File: config.mk
export PLATFORM = sky130hd
export DESIGN_NAME = pid_position_regulator
export DESIGN_NICKNAME = d
export VERILOG_FILES = /design/src/rtl/pidr_pkg.sv /design/src/rtl/pid_position_regulator.sv /design/src/rtl/pidr_div.sv
export SDC_FILE = /design/constraint.sdc
export NUM_CORES = 2
export LEC_CHECK = 0
export BUFFER_PORTS_ARGS = -buffer_cell sky130_fd_sc_hd__buf_2
export CAP_MARGIN = 20
export CORE_MARGIN = 3
export CORE_UTILIZATION = 25
export DETAILED_ROUTE_END_ITERATION = 16
export SYNTH_ARGS = -nofsm -noshare
export SYNTH_HDL_FRONTEND = slang
export SYNTH_HIERARCHICAL = 1
export SYNTH_SLANG_ARGS = --single-unit
File: constraint.sdc
create_clock -name clk -period 10.35 [get_ports clk]
set_input_delay 0.5175 -clock clk [delete_from_list [all_inputs] [get_ports clk]]
set_output_delay 0.5175 -clock clk [all_outputs]
set_load 0.03 [all_outputs]
File: src/rtl/pidr_pkg.sv
`timescale 1ns / 1ps

package pidr_pkg;

    localparam int ENC_CLAMP_MAX = 8500;
    localparam int LEAK_DIVISOR  = 10;

    localparam int DIV_W   = 36;
    localparam int DVSR_W  = 16;
    localparam int CNT_W   = 6;
    localparam int MUL_W   = 17;
    localparam int PROD_W  = 2 * MUL_W;
    localparam int ACC_W   = 36;
    localparam int REF_W   = 22;
    localparam int MAG_W   = 15;
    localparam int LEAK_W  = 14;

    localparam logic [15:0] LEAK_RECIP = 16'd52429;
    localparam int          LEAK_SHIFT = 19;

    localparam int REF_STEPS   = REF_W;
    localparam int TOTAL_STEPS = DIV_W;

    typedef enum logic [2:0] {
        REG_GAIN_P         = 3'd0,
        REG_GAIN_I         = 3'd1,
        REG_GAIN_D         = 3'd2,
        REG_OUTPUT_LIMIT   = 3'd3,
        REG_SCALE_DIVISOR  = 3'd4,
        REG_ENCODER_FS     = 3'd5,
        REG_JOYSTICK_FS    = 3'd6,
        REG_DEADZONE       = 3'd7
    } reg_index_t;

    localparam logic [14:0] GAIN_P_RESET        = 15'd10;
    localparam logic [14:0] GAIN_I_RESET        = 15'd6;
    localparam logic [14:0] GAIN_D_RESET        = 15'd1;
    localparam logic [14:0] OUTPUT_LIMIT_RESET  = 15'd4095;
    localparam logic [15:0] SCALE_DIVISOR_RESET = 16'd100;
    localparam logic [13:0] ENCODER_FS_RESET    = 14'd8500;
    localparam logic [7:0]  JOYSTICK_FS_RESET   = 8'd255;
    localparam logic [7:0]  DEADZONE_RESET      = 8'd6;

    typedef struct packed {
        logic              start;
        logic [CNT_W-1:0]  steps;
        logic [DIV_W-1:0]  dividend;
        logic [DVSR_W-1:0] divisor;
    } div_req_t;

    typedef struct packed {
        logic             busy;
        logic [DIV_W-1:0] quotient;
    } div_rsp_t;

endpackage

File: src/rtl/pid_position_regulator.sv
`timescale 1ns / 1ps

// Position PID regulator, one result per control tick. When the joystick
// sits in the deadzone or the joystick scale is zero, the reference
// divide is skipped. A single restoring divider produces one quotient bit
// per cycle (22 bits for the reference, 36 for the scaled output), and
// one shared 17x17 multiplier forms the products, including the divide by
// ten of the leaky sum as a reciprocal multiply. in_ready is high only
// between ticks, so a new tick can be taken in the same cycle the result
// appears; a finished result waits in the output register, so the next
// tick may be taken before it is drained. Registers sit at byte address
// 4*index on the APB-style port; write them only while idle.

module pid_position_regulator
    import pidr_pkg::*;
(
    input  logic               clk,
    input  logic               rst_n,

    input  logic               psel,
    input  logic               penable,
    input  logic               pwrite,
    input  logic [4:0]         paddr,
    input  logic [31:0]        pwdata,
    output logic [31:0]        prdata,
    output logic               pready,

    input  logic               in_valid,
    output logic               in_ready,
    input  logic [7:0]         joy_position,
    input  logic signed [15:0] encoder_sample,

    output logic               out_valid,
    input  logic               out_ready,
    output logic signed [15:0] control_value,
    output logic               reverse_dir,
    output logic               saturated
);

    typedef enum logic [9:0] {
        ST_IDLE      = 10'b0000000001,
        ST_REF_MUL   = 10'b0000000010,
        ST_REF_DIV   = 10'b0000000100,
        ST_ERR       = 10'b0000001000,
        ST_LEAK_MUL  = 10'b0000010000,
        ST_MUL_P     = 10'b0000100000,
        ST_MUL_I     = 10'b0001000000,
        ST_MUL_D     = 10'b0010000000,
        ST_ACC_D     = 10'b0100000000,
        ST_TOTAL_DIV = 10'b1000000000
    } state_t;

    state_t state_reg, state_next;
    logic   finish_reg, finish_next;
    logic   launched_reg, launched_next;

    logic [14:0] gain_p_reg, gain_i_reg, gain_d_reg, output_limit_reg;
    logic [15:0] scale_divisor_reg;
    logic [13:0] encoder_fs_reg;
    logic [7:0]  joystick_fs_reg, deadzone_reg;

    logic [7:0]                joy_reg, joy_next;
    logic signed [15:0]        enc_reg, enc_next;
    logic [REF_W-1:0]          ref_reg, ref_next;
    logic [MAG_W-1:0]          mag_reg, mag_next;
    logic                      rev_reg, rev_next;
    logic signed [LEAK_W-1:0]  sum_reg, sum_next;
    logic signed [PROD_W-1:0]  prod_reg, prod_next;
    logic signed [ACC_W-1:0]   acc_reg, acc_next;
    logic [DIV_W-1:0]          tot_reg, tot_next;
    logic signed [15:0]        error_sum_reg, error_sum_next;
    logic [MAG_W-1:0]          prev_reg, prev_next;

    logic                      out_valid_reg, out_valid_next;
    logic signed [15:0]        ctl_reg, ctl_next;
    logic                      odir_reg, odir_next;
    logic                      osat_reg, osat_next;

    logic                      cfg_write;
    reg_index_t                cfg_index;

    logic signed [MUL_W-1:0]   mul_a, mul_b;
    logic signed [PROD_W-1:0]  mul_p;

    div_req_t                  div_req;
    div_rsp_t                  div_rsp;

    logic [13:0]               enc_clamped;
    logic signed [REF_W:0]     err;
    logic [REF_W:0]            err_abs;
    logic signed [17:0]        leak_sum;
    logic                      leak_neg;
    logic [15:0]               leak_abs;
    logic [LEAK_W-1:0]         leak_quot;
    logic [15:0]               diff;
    logic signed [ACC_W-1:0]   prod_ext;
    logic                      tot_neg;
    logic [DIV_W-1:0]          acc_abs;
    logic                      sat;
    logic [14:0]               ctl_mag;
    logic signed [16:0]        backoff;
    logic                      out_free;

    assign pready    = 1'b1;
    assign cfg_write = psel & penable & pwrite & pready;
    assign cfg_index = reg_index_t'(paddr[4:2]);

    always_comb
    begin
        case (cfg_index)
            REG_GAIN_P:        prdata = {17'd0, gain_p_reg};
            REG_GAIN_I:        prdata = {17'd0, gain_i_reg};
            REG_GAIN_D:        prdata = {17'd0, gain_d_reg};
            REG_OUTPUT_LIMIT:  prdata = {17'd0, output_limit_reg};
            REG_SCALE_DIVISOR: prdata = {16'd0, scale_divisor_reg};
            REG_ENCODER_FS:    prdata = {18'd0, encoder_fs_reg};
            REG_JOYSTICK_FS:   prdata = {24'd0, joystick_fs_reg};
            REG_DEADZONE:      prdata = {24'd0, deadzone_reg};
            default:           prdata = '0;
        endcase
    end

    always_ff @(posedge clk or negedge rst_n)
    begin
        if (!rst_n)
        begin
            gain_p_reg        <= GAIN_P_RESET;
            gain_i_reg        <= GAIN_I_RESET;
            gain_d_reg        <= GAIN_D_RESET;
            output_limit_reg  <= OUTPUT_LIMIT_RESET;
            scale_divisor_reg <= SCALE_DIVISOR_RESET;
            encoder_fs_reg    <= ENCODER_FS_RESET;
            joystick_fs_reg   <= JOYSTICK_FS_RESET;
            deadzone_reg      <= DEADZONE_RESET;
        end
        else if (cfg_write)
        begin
            case (cfg_index)
                REG_GAIN_P:        gain_p_reg        <= pwdata[14:0];
                REG_GAIN_I:        gain_i_reg        <= pwdata[14:0];
                REG_GAIN_D:        gain_d_reg        <= pwdata[14:0];
                REG_OUTPUT_LIMIT:  output_limit_reg  <= pwdata[14:0];
                REG_SCALE_DIVISOR: scale_divisor_reg <= pwdata[15:0];
                REG_ENCODER_FS:    encoder_fs_reg    <= pwdata[13:0];
                REG_JOYSTICK_FS:   joystick_fs_reg   <= pwdata[7:0];
                REG_DEADZONE:      deadzone_reg      <= pwdata[7:0];
                default:           ;
            endcase
        end
    end

    pidr_div u_div (
        .clk   (clk),
        .rst_n (rst_n),
        .req   (div_req),
        .rsp   (div_rsp)
    );

    assign mul_p = mul_a * mul_b;

    always_comb
    begin
        case (state_reg)
            ST_REF_MUL:
            begin
                mul_a = {3'd0, encoder_fs_reg};
                mul_b = {9'd0, joy_reg};
            end
            ST_LEAK_MUL:
            begin
                mul_a = {1'b0, LEAK_RECIP};
                mul_b = {1'b0, leak_abs};
            end
            ST_MUL_P:
            begin
                mul_a = {2'd0, gain_p_reg};
                mul_b = {2'd0, mag_reg};
            end
            ST_MUL_I:
            begin
                mul_a = {2'd0, gain_i_reg};
                mul_b = {{(MUL_W-LEAK_W){sum_reg[LEAK_W-1]}}, sum_reg};
            end
            ST_MUL_D:
            begin
                mul_a = {2'd0, gain_d_reg};
                mul_b = {diff[15], diff};
            end
            default:
            begin
                mul_a = '0;
                mul_b = '0;
            end
        endcase
    end

    assign enc_clamped = enc_reg[15] ? 14'd0 :
                         (enc_reg > 16'sd8500) ? 14'(ENC_CLAMP_MAX) : enc_reg[13:0];
    assign err      = $signed({1'b0, ref_reg}) - $signed({9'd0, enc_clamped});
    assign err_abs  = err[REF_W] ? 23'(-err) : 23'(err);

    assign leak_sum  = 18'(error_sum_reg) + $signed({3'd0, mag_reg});
    assign leak_neg  = leak_sum[17];
    assign leak_abs  = leak_neg ? 16'(-leak_sum) : leak_sum[15:0];
    assign leak_quot = prod_reg[LEAK_SHIFT+LEAK_W-1:LEAK_SHIFT];

    assign diff     = {1'b0, mag_reg} - {1'b0, prev_reg};
    assign prod_ext = ACC_W'(prod_reg);

    assign tot_neg  = acc_reg[ACC_W-1];
    assign acc_abs  = tot_neg ? DIV_W'(-acc_reg) : DIV_W'(acc_reg);

    assign sat      = tot_reg > {21'd0, output_limit_reg};
    assign ctl_mag  = sat ? output_limit_reg : tot_reg[14:0];
    assign backoff  = 17'(sum_reg) - (sat ? $signed({2'd0, mag_reg}) : 17'sd0);
    assign out_free = ~out_valid_reg | out_ready;

    always_comb
    begin
        state_next     = state_reg;
        finish_next    = finish_reg;
        launched_next  = launched_reg;
        joy_next       = joy_reg;
        enc_next       = enc_reg;
        ref_next       = ref_reg;
        mag_next       = mag_reg;
        rev_next       = rev_reg;
        sum_next       = sum_reg;
        prod_next      = prod_reg;
        acc_next       = acc_reg;
        tot_next       = tot_reg;
        error_sum_next = error_sum_reg;
        prev_next      = prev_reg;
        out_valid_next = out_valid_reg & ~out_ready;
        ctl_next       = ctl_reg;
        odir_next      = odir_reg;
        osat_next      = osat_reg;
        div_req        = '0;

        case (state_reg)
            ST_IDLE:
            begin
                if (finish_reg)
                begin
                    if (out_free)
                    begin
                        out_valid_next = 1'b1;
                        ctl_next       = tot_neg ? -$signed({1'b0, ctl_mag})
                                                 : $signed({1'b0, ctl_mag});
                        odir_next      = rev_reg;
                        osat_next      = sat;
                        prev_next      = mag_reg;
                        if (backoff > 17'sd32767)
                            error_sum_next = 16'sd32767;
                        else if (backoff < -17'sd32768)
                            error_sum_next = -16'sd32768;
                        else
                            error_sum_next = backoff[15:0];
                        finish_next    = 1'b0;
                    end
                end
                else if (in_valid)
                begin
                    joy_next   = joy_position;
                    enc_next   = encoder_sample;
                    state_next = ST_REF_MUL;
                end
            end
            ST_REF_MUL:
            begin
                prod_next = mul_p;
                if (joy_reg < deadzone_reg)
                begin
                    ref_next   = '0;
                    state_next = ST_ERR;
                end
                else if (joystick_fs_reg == '0)
                begin
                    ref_next   = REF_W'(encoder_fs_reg);
                    state_next = ST_ERR;
                end
                else
                begin
                    state_next = ST_REF_DIV;
                end
            end
            ST_REF_DIV:
            begin
                if (!launched_reg)
                begin
                    div_req.start    = 1'b1;
                    div_req.steps    = CNT_W'(REF_STEPS);
                    div_req.dividend = {prod_reg[REF_W-1:0], {(DIV_W-REF_W){1'b0}}};
                    div_req.divisor  = {8'd0, joystick_fs_reg};
                    launched_next    = 1'b1;
                end
                else if (!div_rsp.busy)
                begin
                    ref_next      = div_rsp.quotient[REF_W-1:0];
                    launched_next = 1'b0;
                    state_next    = ST_ERR;
                end
            end
            ST_ERR:
            begin
                rev_next   = err[REF_W];
                mag_next   = (err_abs > 23'd32767) ? 15'h7FFF : err_abs[MAG_W-1:0];
                state_next = ST_LEAK_MUL;
            end
            ST_LEAK_MUL:
            begin
                prod_next  = mul_p;
                state_next = ST_MUL_P;
            end
            ST_MUL_P:
            begin
                sum_next   = leak_neg ? -$signed(leak_quot) : $signed(leak_quot);
                prod_next  = mul_p;
                state_next = ST_MUL_I;
            end
            ST_MUL_I:
            begin
                acc_next   = prod_ext;
                prod_next  = mul_p;
                state_next = ST_MUL_D;
            end
            ST_MUL_D:
            begin
                acc_next   = acc_reg + prod_ext;
                prod_next  = mul_p;
                state_next = ST_ACC_D;
            end
            ST_ACC_D:
            begin
                acc_next   = acc_reg + (prod_ext <<< 3) + (prod_ext <<< 1);
                state_next = ST_TOTAL_DIV;
            end
            ST_TOTAL_DIV:
            begin
                if (!launched_reg)
                begin
                    div_req.start    = 1'b1;
                    div_req.steps    = CNT_W'(TOTAL_STEPS);
                    div_req.dividend = acc_abs;
                    div_req.divisor  = (scale_divisor_reg == '0) ? DVSR_W'(1)
                                                                 : scale_divisor_reg;
                    launched_next    = 1'b1;
                end
                else if (!div_rsp.busy)
                begin
                    tot_next      = div_rsp.quotient;
                    launched_next = 1'b0;
                    finish_next   = 1'b1;
                    state_next    = ST_IDLE;
                end
            end
            default:
            begin
                state_next    = ST_IDLE;
                launched_next = 1'b0;
            end
        endcase
    end

    always_ff @(posedge clk or negedge rst_n)
    begin
        if (!rst_n)
        begin
            state_reg     <= ST_IDLE;
            finish_reg    <= 1'b0;
            launched_reg  <= 1'b0;
            out_valid_reg <= 1'b0;
            error_sum_reg <= '0;
            prev_reg      <= '0;
        end
        else
        begin
            state_reg     <= state_next;
            finish_reg    <= finish_next;
            launched_reg  <= launched_next;
            out_valid_reg <= out_valid_next;
            error_sum_reg <= error_sum_next;
            prev_reg      <= prev_next;
        end
    end

    always_ff @(posedge clk)
    begin
        joy_reg  <= joy_next;
        enc_reg  <= enc_next;
        ref_reg  <= ref_next;
        mag_reg  <= mag_next;
        rev_reg  <= rev_next;
        sum_reg  <= sum_next;
        prod_reg <= prod_next;
        acc_reg  <= acc_next;
        tot_reg  <= tot_next;
        ctl_reg  <= ctl_next;
        odir_reg <= odir_next;
        osat_reg <= osat_next;
    end

    assign in_ready      = (state_reg == ST_IDLE) & ~finish_reg;
    assign out_valid     = out_valid_reg;
    assign control_value = ctl_reg;
    assign reverse_dir   = odir_reg;
    assign saturated     = osat_reg;

endmodule

File: src/rtl/pidr_div.sv
`timescale 1ns / 1ps

module pidr_div
    import pidr_pkg::*;
(
    input  logic     clk,
    input  logic     rst_n,
    input  div_req_t req,
    output div_rsp_t rsp
);

    logic [DIV_W-1:0]  q_reg, q_next;
    logic [DVSR_W-1:0] rem_reg, rem_next;
    logic [DVSR_W-1:0] dvsr_reg, dvsr_next;
    logic [CNT_W-1:0]  cnt_reg, cnt_next;

    logic [DVSR_W:0]   shifted;
    logic [DVSR_W+1:0] trial;
    logic              borrow;

    assign shifted = {rem_reg, q_reg[DIV_W-1]};
    assign trial   = {1'b0, shifted} - {2'b00, dvsr_reg};
    assign borrow  = trial[DVSR_W+1];

    always_comb
    begin
        q_next    = q_reg;
        rem_next  = rem_reg;
        dvsr_next = dvsr_reg;
        cnt_next  = cnt_reg;
        if (req.start)
        begin
            q_next    = req.dividend;
            rem_next  = '0;
            dvsr_next = req.divisor;
            cnt_next  = req.steps;
        end
        else if (cnt_reg != '0)
        begin
            rem_next = borrow ? shifted[DVSR_W-1:0] : trial[DVSR_W-1:0];
            q_next   = {q_reg[DIV_W-2:0], ~borrow};
            cnt_next = cnt_reg - 1'b1;
        end
    end

    always_ff @(posedge clk or negedge rst_n)
    begin
        if (!rst_n)
        begin
            cnt_reg <= '0;
        end
        else
        begin
            cnt_reg <= cnt_next;
        end
    end

    always_ff @(posedge clk)
    begin
        q_reg    <= q_next;
        rem_reg  <= rem_next;
        dvsr_reg <= dvsr_next;
    end

    assign rsp.busy     = (cnt_reg != '0);
    assign rsp.quotient = q_reg;

endmodule

* Yosys cells after proc, flatten, opt, wreduce, memory -nomap -nowiden
Cells that the tools add are included.
Widths: inputs -> output; s select.
** Word-level totals
- Output and inout bits :: 53
- Register bits after elaboration :: 424
- Input bits :: 68
- Logic and storage cells :: 160
** Operators by class
- Order comparisons :: 6
- Reduce and logical (&&, ||, !) cells :: 25
- Equal/unequal tests :: 24
- Mux-type cells :: 49
- Add/subtract/negate cells :: 14
- Bitwise logic cells :: 10
- $mul :: 1
** Operators by type and width (number)
- $pmux 32 s8 :: 1
- $mux 59 :: 2
- $pmux 59 s2 :: 1
- $mux 36 :: 3
- $pmux 36 s3 :: 1
- $pmux 10 s10 :: 1
- $mux 22 :: 4
- $pmux 17 s5 :: 1
- $mux 16 :: 5
- $pmux 16 s5 :: 1
- $mux 10 :: 6
- $mux 15 :: 3
- $pmux 22 s2 :: 1
- $mux 14 :: 3
- $add 36x34->36 :: 1
- $add 36x35->36 :: 1
- $add 36x36->36 :: 1
- $gt 36x15->1 :: 1
- $neg 36->36 :: 1
- $mul 17x17->34 :: 1
- $gt 23x15->1 const B :: 1
- $mux 23 :: 1
- $neg 23->23 :: 1
- $sub 22x14->23 :: 1
- 47 further kinds :: 86

* Logic depth before layout (Yosys ltp)
- Word-level depth :: 7
- Depth in mapped cells :: 41
- Mapped depth without buffers :: 38

* Cells and area by module
The synthesis kept the hierarchy.
** Modules (own cells, without submodules)
- pid_position_regulator :: cells an instance 3526, seq. area each 9804.4 sq um, area each 33324.5 sq um, times used 1
- pidr_div :: cells an instance 330, seq. area each 2031.9 sq um, area each 3931.3 sq um, times used 1

* Worst setup path after synthesis
No wires, ideal clock.
- Kind :: flip-flop to flip-flop
- From :: register mag_reg[0]
- To :: register prod_reg[33], data pin
- Clock period less this slack :: 8.637 ns
- Arrival time :: 8.377 ns
- Slack :: 1.713 ns
- Data required time :: 10.090 ns
- Path buffers :: 1
- Cell stages (with the launch flop) :: 35
- Setup time :: 0.260 ns
- Path through :: edfxtp_1 -> ha_1 -> inv_1 -> fa_1 -> nor2b_1 -> o21a_1 -> o21ai_4 -> a21oi_2 -> o41ai_4 -> xnor2_1 -> nor4_2 -> a31oi_1 -> or3_1 -> a31o_2 -> buf_6 -> and2_4 -> fa_1 -> fa_1 -> fa_1 -> fa_1 -> fa_1 -> inv_1 -> fa_1 -> inv_1 -> ha_1 -> nand4_1 -> or2_2 -> o41a_1 -> a21oi_1 -> a41o_1 -> o21a_1 -> nor3_1 -> o31ai_1 -> a21oi_1 -> xnor2_1
** On the way
- Longest elaborated chain between the ends :: 5
- Elaborated cells between the ends (all ways) :: 6
- Those cells by class :: add/sub: 3; mul: 1; mux: 2
** Ends and longest elaborated chain
- start: declaration :: line pid_position_regulator.sv:65 : logic [MAG_W-1:0] mag_reg, mag_next;
- start signal: assignment :: line pid_position_regulator.sv:392 : mag_reg <= mag_next;
- $add 16x16->17 :: line pid_position_regulator.sv:202 : assign leak_sum = 18'(error_sum_reg) + $signed({3'd0, mag_reg});
- $neg 16->16 :: line pid_position_regulator.sv:204 : assign leak_abs = leak_neg ? 16'(-leak_sum) : leak_sum[15:0];
- $mux 16 :: line pid_position_regulator.sv:204
- $pmux 17 s5 (*) :: line pid_position_regulator.sv:163 : case (state_reg)
- $mul 17x17->34 (*) :: line pid_position_regulator.sv:159 : assign mul_p = mul_a * mul_b;
- via mul_p[33] :: line pid_position_regulator.sv:83 : logic signed [PROD_W-1:0] mul_p;
- end signal: assignment :: line pid_position_regulator.sv:395 : prod_reg <= prod_next;
- end: declaration :: line pid_position_regulator.sv:68 : logic signed [PROD_W-1:0] prod_reg, prod_next;
Mark *: on every way through the listed nets, which the timed path passes. The rest lies on a longest branch.
A chain may end at the register's enable or synchronous reset.

* Final worst setup path
Same ends and word-level chain as after synthesis.

==> out/metrics.yaml <==
drv_cap: 0
synth_area_um2: 37300
dieArea_um2: 154000
clk_latency_ps: 630
ant_nets: 0
cts_tree: "done"
regToRegSetupSlack_ps: 540
p_switching_uw: 2920
area_growth_syn_to_layout_pct: 12.5
crit_slowest_cell: "fa_1"
grt_pass1_wl_mm: 174
yosys_register_bits: 424
grt_max_degree: 93
gp_congestion: 0.929
dr.pass1.iters: 6
ys_seq_area_frac: 0.318
worstHoldPathCells: 1
grt_usage: 0.146
dr_total_vias: 29400
hold_ws_ps: 73.1
peakVddDrop_v: 0.000109
vias_per_cell: 4.99
dp_hpwl_mm: 88.0
antenna_found_initial: 7
tightest_slew_ps: 1060
die_y_um: 392
fillCellCount: 15400
ys_async_sr_fraction: 0.368
relSlewSlack: 0.294
power_frac_seq: 0.354
seq_area_um2: 11800
fin_util: 0.284
status: "complete, no violations"
intPower_uw: 4540
syn_area_per_cell_um2: 9.66
leakage_uw: 0.0181
numClockSinks: 424
die_w_um: 392
design_area_um2: 41900
synth_enable_flop_cells: 252
max_freq_mhz: 102
setup_tns_ps: 0
initialDrtViolationCount: 2441
worstRegToRegCells: 37
yosys_warnings: 6
rows: 141
finalWirelength_mm: 114
pwr-share-clk: 0.248
numCtsBuffers: 50
hold_violations: 0
fin_nets: 4545
port_buffers: 85
cts_root_buffer: "clkbuf_16"
hold_path_end: "joy_reg[0]"
regToRegStartpoint: "mag_reg[0]"
placedInstanceArea_um2: 40100
p_comb_frac: 0.398
slew_viol_final: 0
hp-class: "input pin to flip-flop"
min-delay-start: "joy_position[0]"
drive_above_1_share: 0.122
grt_pass1_vias: 29000
multiInputGateArea_um2: 23600
critPathMostFrequentCell: "fa_1"
r2r_end: "prod_reg[33]"
initial_core_util: 0.252
grt-ovfl-total: 0
clk_pin_slew_worst_paths_ps: 60
synth_cell_types: 107
startpoint_type: "flip-flop"
crit_type: "flip-flop to flip-flop"
post-route-period-util: 0.948
cts_setup_buffers: 0
clock_skew_ps: 25.9
cts_buffer_depth: 3
power_density_nw_per_um2: 178
end_kind: "flip-flop"
sw_frac_of_total: 0.392
critical-path-max-stage-delay_ps: 590
synth_cells: 3856
htreeDepth: 2
synth-main-ff-cell: "edfxtp_1"
min_period_ps: 9810
setup_viol: 0
worstPathMaxFanout: 19
worstPathRequired_ps: 10720
rsz0062_at_grt: "false"
total_power_uw: 7470
wl_per_cell_um: 19.2
io_pins: 121
post-route-drc-count: 0
arrival_ps: 10190
core_region_area_um2: 148000
[logic make-up (layout without fill, tap and decap cells)]
| kind of cell | count (synthesis) | count (layout) | synth area share |
|---|---|---|---|
| buf+inv | 522 | 618 | 0.0553 |
| xor+xnor | 228 | 228 | 0.0538 |
| simple gates | 1088 | 1088 | 0.134 |
| compound gates | 882 | 882 | 0.155 |
| fa+ha+maj | 550 | 550 | 0.235 |
| mux | 160 | 160 | 0.0489 |
| flops | 424 | 424 | 0.318 |
| other cells | 2 | 23 | 0.000202 |
[placed cells by master (no fill, tap or decap), types with 23 or more instances in the layout]
cell,Yosys,routed
a22oi_1,47,47
dfrtp_1,120,120
o21ai_0,232,232
a21oi_1,210,210
fa_1,248,248
nand2_1,409,409
o21a_1,32,32
nand3_1,50,50
nor3_1,53,51
ha_1,302,302
a21o_1,75,75
nor4_1,36,32
a31oi_1,31,31
xnor2_1,135,135
and2_1,41,41
nor2b_1,23,23
buf_2,11,84
xor2_1,92,92
clkbuf_16,0,53
dfstp_2,36,36
buf_4,17,59
mux2_2,127,127
o31ai_1,27,27
nor2_1,305,299
a211oi_1,31,31
nand2b_1,39,39
inv_1,368,368
or3_1,34,34
edfxtp_1,252,252
mux2i_1,28,28
[power groups by stage]
stage	combinational, uW	sequential, uW	clock, uW
finish	2970	2640	1850
global route	3300	2680	1950
CTS	2950	2640	1880
detailed placement	2920	2670	0
global placement	2870	2670	0
floorplan	2270	2470	0
[cells in the mapped netlist (all sizes together) (44+ instances only)]
| master | number | area share |
|---|---|---|
| nand2 | 410 | 0.041 |
| inv | 368 | 0.037 |
| nor2 | 306 | 0.031 |
| ha | 302 | 0.10 |
| edfxtp | 252 | 0.20 |
| fa | 248 | 0.13 |
| o21ai | 242 | 0.033 |
| a21oi | 212 | 0.029 |
| xnor2 | 135 | 0.032 |
| mux2 | 127 | 0.038 |
| dfrtp | 120 | 0.081 |
| clkbuf | 106 | 0.011 |
| xor2 | 93 | 0.022 |
| a21o | 76 | 0.015 |
| nor3 | 54 | 0.0074 |
| nand3 | 50 | 0.0067 |
| a22oi | 47 | 0.0095 |
| buf | 44 | 0.0071 |
[metrics by stage]
| stage | cells | setup WS [ps] |
|---|---|---|
| 3_3_place_gp | 5797 | 554 |
| 5_1_grt | 5899 | 32.2 |
| 3_5_place_dp | 5800 | 497 |
| 4_1_cts | 5895 | 433 |
| 6_report | 5903 | 536 |
| 2_1_floorplan | 3873 | 1710 |
[worst max path at each step]
stage / start / end / cells after the start
after floorplan: mag_reg[0] / prod_reg[33] / 34
after global placement: mag_reg[0] / prod_reg[33] / 36
after detailed placement: mag_reg[0] / prod_reg[33] / 36
after CTS: mag_reg[0] / prod_reg[33] / 36
after global routing: mag_reg[0] / prod_reg[33] / 35
final: mag_reg[0] / prod_reg[33] / 37
[per-layer routing]
layer,vias to the layer above,part of all wire,global-route usage
li1,13700,-,-
met1,14500,0.42,0.188
met2,1091,0.46,0.236
met3,211,0.085,0.0326
met5,-,0.00011,0
met4,2,0.040,0.0557
[area by class of cell]
| type | instances | area share |
|---|---|---|
| Timing Repair Buffer | 152 | 0.0236 |
| Tap cell | 1930 | 0.0576 |
| Sequential cell | 424 | 0.282 |
| Inverter | 372 | 0.0333 |
| Clock inverter | 25 | 0.00573 |
| Antenna cell | 4 | 0.000239 |
| Multi-Input combinational cell | 2927 | 0.562 |
| Clock buffer | 69 | 0.0355 |
[critical path: cells and delay by family, from the launching register on]
| kind | cells | cell delay [ps] |
|---|---|---|
| adders and majority gates | 9 | 4010 |
| AOI/OAI and AO/OA | 12 | 2610 |
| DFF | 1 | 460 |
| and+or+nand+nor | 7 | 1660 |
| xor gates and xnor gates | 2 | 290 |
| buffers and inverters | 7 | 520 |
[timing repair]
action                                 CTS  global route
setup endpoints to repair                0             5
endpoints found under the hold margin    5             0
hold buffers                             1             0
gates resized for setup                  0             3
Power figures use the tool's default switching activity.
